`src/rtl/core/tbcs_pkg.sv`:
```
// shared types and constants of the block stream checker
package tbcs_pkg;

    localparam logic [16:0] SIZE_LIMIT = 17'h10000;
    localparam logic [1:0]  HDR_LAST   = 2'd3;
    localparam logic [15:0] WORD_BYTES = 16'd4;

    typedef enum logic [1:0] {
        CFG_APPEND    = 2'd0,
        CFG_OVERWRITE = 2'd1,
        CFG_FINALIZE  = 2'd2,
        CFG_MAX_SIZE  = 2'd3
    } t_cfg_idx;

    typedef enum logic [1:0] {
        PH_HEADER  = 2'd0,
        PH_BLKHDR  = 2'd1,
        PH_DATA    = 2'd2,
        PH_DECIDED = 2'd3
    } t_phase;

    typedef enum logic [2:0] {
        ST_FINALIZED  = 3'd0,
        ST_ALL_DONE   = 3'd1,
        ST_TOO_SHORT  = 3'd2,
        ST_NO_BLOCKS  = 3'd3,
        ST_HEADER_CUT = 3'd4,
        ST_DATA_CUT   = 3'd5,
        ST_OVERSIZE   = 3'd6
    } t_status;

    typedef struct packed {
        logic [15:0] append_code;
        logic [15:0] overwrite_code;
        logic [15:0] finalize_code;
        logic [16:0] max_size;
    } t_cfg;

    typedef struct packed {
        t_status     status;
        logic [16:0] total_size;
        logic        size_mismatch;
    } t_result;

endpackage

```
`src/rtl/core/tbcs_parser.sv`:
```
// framing parser: per-byte state update and status decision
module tbcs_parser import tbcs_pkg::*; (
    input  logic        i_clk,
    input  logic        i_rst_n,
    input  logic        i_en,
    input  logic [7:0]  i_byte,
    input  logic        i_last,
    input  t_cfg        i_cfg,
    output t_result     o_res
);

    t_phase      r_phase, n_phase;
    logic [1:0]  r_fcnt, n_fcnt;
    logic [15:0] r_blocks, n_blocks;
    logic [15:0] r_type, n_type;
    logic [15:0] r_len, n_len;
    logic [15:0] r_seen, n_seen;
    logic [16:0] r_running, n_running;
    logic [31:0] r_exp, n_exp;
    t_status     r_dec, n_dec;
    logic        r_mis, n_mis;

    logic        do_finish;
    logic [15:0] blocks_dec;
    logic [16:0] limit;
    logic [17:0] grown;
    t_status     status;

    assign limit      = (i_cfg.max_size > SIZE_LIMIT) ? SIZE_LIMIT : i_cfg.max_size;
    assign blocks_dec = r_blocks - 16'd1;

    always_comb begin
        n_phase   = r_phase;
        n_fcnt    = r_fcnt;
        n_blocks  = r_blocks;
        n_type    = r_type;
        n_len     = r_len;
        n_seen    = r_seen;
        n_running = r_running;
        n_exp     = r_exp;
        n_dec     = r_dec;
        n_mis     = r_mis;
        do_finish = 1'b0;

        case (r_phase)
            PH_HEADER: begin
                if (r_fcnt == 2'd0) begin
                    n_blocks = {i_byte, 8'h00};
                end else if (r_fcnt == 2'd1) begin
                    n_blocks = {r_blocks[15:8], i_byte};
                end
                if (r_fcnt == HDR_LAST) begin
                    n_fcnt = 2'd0;
                    if (r_blocks == 16'd0) begin
                        n_dec   = ST_NO_BLOCKS;
                        n_phase = PH_DECIDED;
                    end else begin
                        n_phase = PH_BLKHDR;
                    end
                end else begin
                    n_fcnt = r_fcnt + 2'd1;
                end
            end
            PH_BLKHDR: begin
                case (r_fcnt)
                    2'd0:    n_type = {i_byte, 8'h00};
                    2'd1:    n_type = {r_type[15:8], i_byte};
                    2'd2:    n_len  = {i_byte, 8'h00};
                    default: begin
                        n_len  = {r_len[15:8], i_byte};
                        n_seen = 16'd0;
                        n_exp  = 32'd0;
                    end
                endcase
                if (r_fcnt == HDR_LAST) begin
                    n_fcnt = 2'd0;
                    if (n_len == 16'd0) begin
                        do_finish = 1'b1;
                    end else begin
                        n_phase = PH_DATA;
                    end
                end else begin
                    n_fcnt = r_fcnt + 2'd1;
                end
            end
            PH_DATA: begin
                // only the first four data bytes form the expected size word
                if (r_seen < WORD_BYTES) begin
                    n_exp = {r_exp[23:0], i_byte};
                end
                n_seen = r_seen + 16'd1;
                if (n_seen >= r_len) begin
                    do_finish = 1'b1;
                end
            end
            default: ;
        endcase

        grown = {1'b0, r_running} + {2'b00, n_len};

        if (do_finish) begin
            if (r_type == i_cfg.append_code) begin
                if (grown > {1'b0, limit}) begin
                    n_dec   = ST_OVERSIZE;
                    n_phase = PH_DECIDED;
                end else begin
                    n_running = grown[16:0];
                    n_blocks  = blocks_dec;
                    n_phase   = (blocks_dec == 16'd0) ? PH_DECIDED : PH_BLKHDR;
                    if (blocks_dec == 16'd0) begin
                        n_dec = ST_ALL_DONE;
                    end
                end
            end else if (r_type != i_cfg.overwrite_code && r_type == i_cfg.finalize_code) begin
                if (n_len >= WORD_BYTES) begin
                    n_mis = (n_exp != {15'd0, r_running});
                end
                n_dec   = ST_FINALIZED;
                n_phase = PH_DECIDED;
            end else begin
                // overwrite and unknown blocks are skipped
                n_blocks = blocks_dec;
                n_phase  = (blocks_dec == 16'd0) ? PH_DECIDED : PH_BLKHDR;
                if (blocks_dec == 16'd0) begin
                    n_dec = ST_ALL_DONE;
                end
            end
        end

        case (n_phase)
            PH_DECIDED: status = n_dec;
            PH_HEADER:  status = ST_TOO_SHORT;
            PH_BLKHDR:  status = ST_HEADER_CUT;
            default:    status = ST_DATA_CUT;
        endcase

        o_res.status        = status;
        o_res.total_size    = n_running;
        o_res.size_mismatch = (status == ST_FINALIZED) ? n_mis : 1'b0;
    end

    always_ff @(posedge i_clk) begin
        if (!i_rst_n || (i_en && i_last)) begin
            r_phase   <= PH_HEADER;
            r_fcnt    <= 2'd0;
            r_blocks  <= 16'd0;
            r_type    <= 16'd0;
            r_len     <= 16'd0;
            r_seen    <= 16'd0;
            r_running <= 17'd0;
            r_exp     <= 32'd0;
            r_dec     <= ST_FINALIZED;
            r_mis     <= 1'b0;
        end else if (i_en) begin
            r_phase   <= n_phase;
            r_fcnt    <= n_fcnt;
            r_blocks  <= n_blocks;
            r_type    <= n_type;
            r_len     <= n_len;
            r_seen    <= n_seen;
            r_running <= n_running;
            r_exp     <= n_exp;
            r_dec     <= n_dec;
            r_mis     <= n_mis;
        end
    end

endmodule
```
`config.mk`:
```
export PLATFORM = sky130hd
export DESIGN_NAME = tbcs_parser
export DESIGN_NICKNAME = d
export VERILOG_FILES = /design/src/rtl/core/tbcs_pkg.sv /design/src/rtl/core/tbcs_parser.sv
export SDC_FILE = /design/constraint.sdc
export NUM_CORES = 1
export LEC_CHECK = 0
export ABC_CLOCK_PERIOD_IN_PS = 7400
export BUFFER_PORTS_ARGS = -buffer_cell sky130_fd_sc_hd__buf_2
export CORE_UTILIZATION = 60
export DETAILED_ROUTE_END_ITERATION = 8
export PLACE_DENSITY = 0.81
export SLEW_MARGIN = 15
export SYNTH_ARGS = -nofsm -noshare
export SYNTH_HDL_FRONTEND = slang
export SYNTH_SLANG_ARGS = --single-unit
```
`constraint.sdc`:
```
create_clock -name i_clk -period 7.4 [get_ports i_clk]
set_input_delay 0.74 -clock i_clk [delete_from_list [all_inputs] [get_ports i_clk]]
set_output_delay 0.74 -clock i_clk [all_outputs]
set_load 0.02 [all_outputs]
```
==> impl_metrics.py, run 1 <==
metrics = {
    "run_status": {
        "outcome": "complete, no violations",
    },
    "timing": {
        "timing_hold_violations_final": 0,
        "min_period_over_period_pct": 93.9,
        "post-route-worst-setup-slack_ps": 453,
        "finClkSkew_ps": 9.29,
        "achievable-frequency_ghz": 0.144,
        "finalCriticalPeriod_ps": 6950,
        "worst_slew_pin_slew_ps": 1120,
        "maxSlewViolCount": 0,
        "timing.slew.headroom_pct": 25.5,
        "totalNegativeSetupSlack_ps": 0,
        "final-setup-viol-count": 0,
    },
    "clocking": {
        "cts_buffers": 17,
        "post-cts-setup-buffer-count": 0,
        "cts.sink_count": 121,
        "cts_max_level": 4,
        "worst_skew_pair_later_pin_latency_ps": 430,
        "root_buffer": "clkbuf_16",
        "cts.path.max_buffers": 2,
        "cts_tree": "done",
        "cts_hold_repair.buffers": 0,
        "path_clk_slew_ps": 60,
    },
    "finish": {
        "post_route_cells_drive_above_1_share_pct": 15.3,
        "finalNonFillerCells": 1412,
        "finish.net_count": 1354,
        "area.growth.synth_to_final_pct": 11.6,
        "num_antenna_cells": 0,
        "finish.utilization_pct": 69.5,
    },
    "setup_path": {
        "path_class": "register to output port",
        "worst-r2r-cell-count": 22,
        "critPathMaxFanout": 23,
        "timing.critical_path.required_ps": 6660,
        "end_kind": "output port",
        "timing.critical_path.from_type": "register",
        "critical_path_arrival_ps": 6210,
    },
    "detailed_routing": {
        "first_pass_iters": 6,
        "met3RoutedLength_um": 2130,
        "highest-signal-layer": "met4",
        "drt-wirelength-per-cell_um": 18.8,
        "first_iter_violations": 974,
        "drt_drc_violations_left": 0,
        "ant_nets": 0,
        "route.layer.met1.wl_um": 11300,
        "dr_wl_met2_um": 12500,
        "detailroute.via_count": 9198,
        "post_drt_via_cell_ratio": 6.51,
        "postRouteWirelength_um": 26600,
    },
    "global_routing": {
        "global_route_wire_length_before_repair_um": 42600,
        "largest_net_degree_at_the_start_of_global_routing": 83,
        "gr-usage-all-layers_pct": 33.7,
        "grt-ovfl-total": 0,
        "grt_pass1_vias": 8196,
        "antenna_violations_before_repair": 0,
    },
    "pwr": {
        "comb_power_share_pct": 11.1,
        "cellInternalPower_uw": 1230,
        "seqPwrFrac_pct": 39.3,
        "cellPowerDensity_nw_per_um2": 166,
        "netSwitchingFraction_pct": 27.6,
        "share_clk_of_total_power_pct": 49.6,
        "total_power_uw": 1700,
        "vdd_ir_drop_max_uv": 170,
        "p_sw_uw": 470,
        "power_leakage_uw": 0.00417,
    },
    "yosys": {
        "yosys.area.top_type": "dfxtp_1",
        "synth_top_cell_area_share_pct": 26.4,
        "synth.area.top_cells": "dfxtp_1 26%, ha_1 8.3%, xnor2_1 5.6%, a22oi_1 5.6%, nor2_1 5.6%",
        "ys_top_cells_by_count": "136 x nor2_1, 121 x dfxtp_1, 94 x nand2_1, 69 x a21oi_1, 68 x a22oi_1",
        "synth.yosys.seq_area_share_pct": 26.4,
        "ys_types": 83,
        "synth-edff-count": 0,
        "avgSynthCellArea_um2": 7.88,
        "synthFlopType": "dfxtp_1",
        "synthMostInstantiatedCell": "nor2_1",
        "ys_warn_count": 0,
        "synthesis.nets": 1305,
        "synth-async-reset-ratio_pct": 0,
        "postSynthRegisterBits": 121,
        "syn-cell-area_um2": 9190,
        "cells_after_synth": 1166,
    },
    "floorplanning": {
        "floorplan.initialDensity_pct": 62.3,
        "pin_count": 98,
        "fp.dieH_um": 126,
        "core.rowCount": 44,
        "die-area_um2": 15800,
        "die_width_um": 126,
        "core_area_um2": 14800,
    },
    "placement": {
        "place_hpwl_um": 19000,
        "pre_cts_slack_ps": 549,
        "numPlacedInstances": 1380,
        "gp_routability_congestion": 0.927,
        "port-buffer-count": 97,
    },
    "hold_path": {
        "hold_path.class": "register to register",
        "holdPathStages": 2,
    },
    "job": {
        "max-cap-violations": 0,
    },
}
[sequential cells by signal, indices dropped and copies added, names as in the netlist]
name / cells
r_blocks: 16
r_dec: 3
r_exp: 32
r_fcnt: 2
r_len: 16
r_mis: 1
r_phase: 2
r_running: 17
r_seen: 16
r_type: 16
[per-stage QoR]
stage / hold slack [ps] / area [um^2]
floorplan: 454 / 9190
global placement: 473 / 9630
detailed placement: 476 / 9630
CTS: 495 / 10200
global route: 515 / 10300
finish: 488 / 10300
[layer usage]
| layer | track usage, % | up-vias |
|---|---|---|
| li1 | - | 4385 |
| met1 | 44.4 | 4312 |
| met2 | 54.7 | 441 |
| met3 | 7.09 | 60 |
| met4 | 11.8 | 0 |
| met5 | 0 | - |
[area by class of cell]
class / instances / area [um^2]
multi-input combinational: 928 / 6310
fill: 1213 / 4500
sequential: 121 / 2420
timing repair buffer: 104 / 538
clock buffer: 17 / 425
tap: 184 / 230
clock inverter: 15 / 164
inverter: 43 / 161
[worst max-delay path: stages (launching register included)]
cell and delay, ps:
dfxtp_1 350, inv_1 120, ha_2 370, or4b_1 620, a22o_1 290, ha_1 350
and4_1 230, a211oi_1 290, a21oi_1 150, nor3_1 290, nand2b_1 180, xnor2_1 70
ha_1 360, nand4_1 150, nor4_1 350, a2bb2oi_1 130, a311oi_2 330, and3_1 250
nand3_4 280, mux2i_1 370, buf_2 220
[timing repair]
action / CTS / global route
endpoints found under the hold margin: 0 / 0
resized for setup: 0 / 9
setup endpoints to repair: 0 / 21
[logic make-up after synthesis]
kind of cell	synth area share (%)
and+or+nand+nor	24.6
AOI/OAI and AO/OA	23.2
DFF	26.4
buffers and inverters	5.39
xor gates and xnor gates	8.58
adders and majority gates	8.52
muxes	3.30
[power by group through the flow]
stage	logic (uW)	clock network (uW)	registers [uW]
2_1_floorplan	125	0	678
3_3_place_gp	181	0	681
3_5_place_dp	183	0	681
4_1_cts	184	846	667
5_1_grt	206	882	668
6_report	189	844	667
[path summary, 6_finish.rpt]
path / startpoint / to / slack (ps)
min: r_dec[1]$_SDFFE_PP0P_ / r_dec[1]$_SDFFE_PP0P_ / 490
max: r_phase[1]$_SDFFE_PP0P_ / o_res[2] / 450
min reg2reg: r_dec[1]$_SDFFE_PP0P_ / r_dec[1]$_SDFFE_PP0P_ / 490
max reg2reg: r_phase[1]$_SDFFE_PP0P_ / r_blocks[5]$_SDFFE_PP0P_ / 1180
[placed cells by master (no fill, tap or decap), types with 31 or more instances in the layout]
| cell | synthesis | final |
|---|---|---|
| xnor2_1 | 59 | 59 |
| nor2_1 | 136 | 135 |
| nand3_1 | 41 | 41 |
| a21oi_1 | 69 | 69 |
| a22oi_1 | 68 | 68 |
| nand2_1 | 94 | 93 |
| inv_1 | 42 | 42 |
| dfxtp_1 | 121 | 121 |
| ha_1 | 61 | 57 |
| buf_2 | 7 | 97 |
| o21ai_0 | 43 | 43 |
| xor2_1 | 31 | 31 |
(Power assumes the default switching activity.)
==> run 2: changes to the inputs <==
BUFFER_PORTS_ARGS = unset   (was -buffer_cell sky130_fd_sc_hd__buf_2)
DONT_BUFFER_PORTS = 1   (was unset)
PLACE_DENSITY = 0.76   (was 0.81)
==> impl_metrics.py, run 2 (synthesized netlist as in run 1, its figures left out) <==
metrics = {
    "run_status": {
        "outcome": "complete, no violations",
    },
    "pwr": {
        "comb_power_share_pct": 9.0,
        "cellInternalPower_uw": 1220,
        "cellPowerDensity_nw_per_um2": 167,
        "vdd_ir_drop_max_uv": 171,
        "power_leakage_uw": 0.00377,
        "seqPwrFrac_pct": 40.7,
        "netSwitchingFraction_pct": 25.7,
        "p_sw_uw": 422,
        "share_clk_of_total_power_pct": 50.3,
    },
    "hold_path": {
        "worst_hold_path.endpoint": "r_mis$_SDFFE_PP0P_",
        "holdCritStartpoint": "i_en",
        "hold_path.class": "input pin to register",
        "holdPathStages": 1,
    },
    "setup_path": {
        "timing.critical_path.from_type": "register",
        "critPathMaxFanout": 13,
        "timing.critical_path.slowest_stage_cell": "fa_1",
        "slowest_delay_ps": 400,
        "path_class": "register to output port",
        "r2r-start": "r_fcnt[0]$_SDFFE_PP0P_",
        "critical_path_arrival_ps": 6330,
        "worstReg2RegEnd": "r_running[14]$_SDFFE_PP0P_",
        "rrSetupSlack_ps": 1140,
        "worst-r2r-cell-count": 27,
        "end_kind": "output port",
        "timing.critical_path.required_ps": 6660,
    },
    "clocking": {
        "cts_tree": "done",
        "cts_buffers": 17,
        "cts-resized-gates": 0,
        "root_buffer": "clkbuf_16",
        "cts_hold_repair.buffers": 0,
        "cts.sink_count": 121,
        "cts_max_level": 4,
        "path_clk_slew_ps": 60,
        "cts.path.max_buffers": 2,
        "post-cts-setup-buffer-count": 0,
        "worst_skew_pair_later_pin_latency_ps": 420,
    },
    "floorplanning": {
        "pin_count": 98,
        "core.rowCount": 44,
        "core_area_um2": 14800,
        "floorplan.initialDensity_pct": 62.3,
        "fp.dieH_um": 126,
        "die-area_um2": 15800,
        "die_width_um": 126,
    },
    "finish": {
        "num_antenna_cells": 0,
        "largest_register_ff_count": 32,
        "mostFrequentLayoutCell": "nor2_1",
        "layout_top_registers": "r_exp (32), r_running (17)",
        "area.growth.synth_to_final_pct": 6.70,
        "finalNonFillerCells": 1319,
        "register_with_the_highest_flop_count": "r_exp",
        "post_route_cells_drive_above_1_share_pct": 8.28,
        "commonest_cells_after_routing_fill_and_taps_aside": "135 x nor2_1, 121 x dfxtp_1, 93 x nand2_1",
        "finish.net_count": 1261,
    },
    "timing": {
        "min_period_over_period_pct": 95.5,
        "final-setup-viol-count": 0,
        "timing.slew.headroom_pct": 22.7,
        "timing_hold_violations_final": 0,
        "achievable-frequency_ghz": 0.142,
        "finalCriticalPeriod_ps": 7070,
        "maxSlewViolCount": 0,
        "totalNegativeSetupSlack_ps": 0,
        "hold_slack_ps": 448,
        "worst_slew_pin_slew_ps": 1150,
        "finClkSkew_ps": 6.10,
    },
    "global_routing": {
        "gr-usage-all-layers_pct": 32.7,
        "grt-ovfl-total": 0,
        "grt_pass1_vias": 8009,
        "largest_net_degree_at_the_start_of_global_routing": 104,
        "antenna_violations_before_repair": 0,
        "global_route_wire_length_before_repair_um": 41300,
    },
    "detailed_routing": {
        "post_drt_via_cell_ratio": 6.66,
        "first_iter_violations": 1012,
        "postRouteWirelength_um": 25800,
        "drt_drc_violations_left": 0,
        "first_pass_iters": 5,
        "ant_nets": 0,
        "detailroute.via_count": 8784,
        "drt-wirelength-per-cell_um": 19.6,
    },
    "job": {
        "max-cap-violations": 0,
    },
    "placement": {
        "gp_routability_congestion": 0.934,
        "place_hpwl_um": 18400,
        "numPlacedInstances": 1286,
        "port-buffer-count": 0,
    },
}
## run 2: changes by cell type in the layout (fill, tap and decap cells not counted), moves of 3 or more
cell	change
buf_2	-97
inv_6	-5
clkinvlp_4	+4
buf_4	+3
## run 2: metal layers
| layer | GRT usage, % | vias up | share of wire [%] |
|---|---|---|---|
| met4 | 13.2 | 0 | 3.1 |
| met2 | 52.1 | 377 | 46 |
| met3 | 6.12 | 54 | 7.6 |
| li1 | - | 4201 | - |
| met5 | 0 | - | 0 |
| met1 | 43.6 | 4152 | 44 |
## run 2: worst max-delay path by stage
stage	startpoint	endpoint	slack [ps]	depth (start not counted)
final	r_fcnt[0]$_SDFFE_PP0P_	o_res[15]	330	25
after global routing	r_fcnt[0]$_SDFFE_PP0P_	o_res[9]	-10	25
after CTS	r_fcnt[0]$_SDFFE_PP0P_	o_res[15]	50	25
after detailed placement	r_fcnt[0]$_SDFFE_PP0P_	o_res[15]	520	25
after global placement	r_fcnt[0]$_SDFFE_PP0P_	o_res[14]	720	25
after floorplan	r_fcnt[0]$_SDFFE_PP0P_	o_res[0]	1210	27
## run 2: worst max-delay path: cells and delay by family (launching register included)
kind / cells / cell delay (ps)
simple gates: 8 / 1530
compound gates: 8 / 1780
fa+ha+maj: 4 / 1220
buf+inv: 3 / 510
xor+xnor: 1 / 130
flops: 1 / 380
mux: 1 / 350
## run 2: per-stage QoR
step,total power [uW],instance area (um^2),utilization [%],worst slack (ps)
3_3_place_gp,821,9170,62.1,717
2_1_floorplan,804,9190,-,1210
4_1_cts,1640,9760,66.1,48.5
6_report,1640,9800,66.5,335
5_1_grt,1700,9800,66.5,-13.5
3_5_place_dp,824,9170,62.1,521
## run 2: layout make-up
| cell class | instances | area [um^2] |
|---|---|---|
| Multi-Input combinational cell | 928 | 6310 |
| Fill cell | 1237 | 4950 |
| Sequential cell | 121 | 2420 |
| Clock buffer | 18 | 439 |
| Tap cell | 184 | 230 |
| Inverter | 43 | 161 |
| Clock inverter | 14 | 150 |
| Timing Repair Buffer | 11 | 90.1 |
## run 2: power groups by stage
stage / logic, uW / clock network (uW) / registers (uW)
global route: 164 / 865 / 669
detailed placement: 142 / 0 / 681
global placement: 140 / 0 / 681
finish: 147 / 826 / 668
floorplan: 125 / 0 / 678
CTS: 143 / 834 / 667
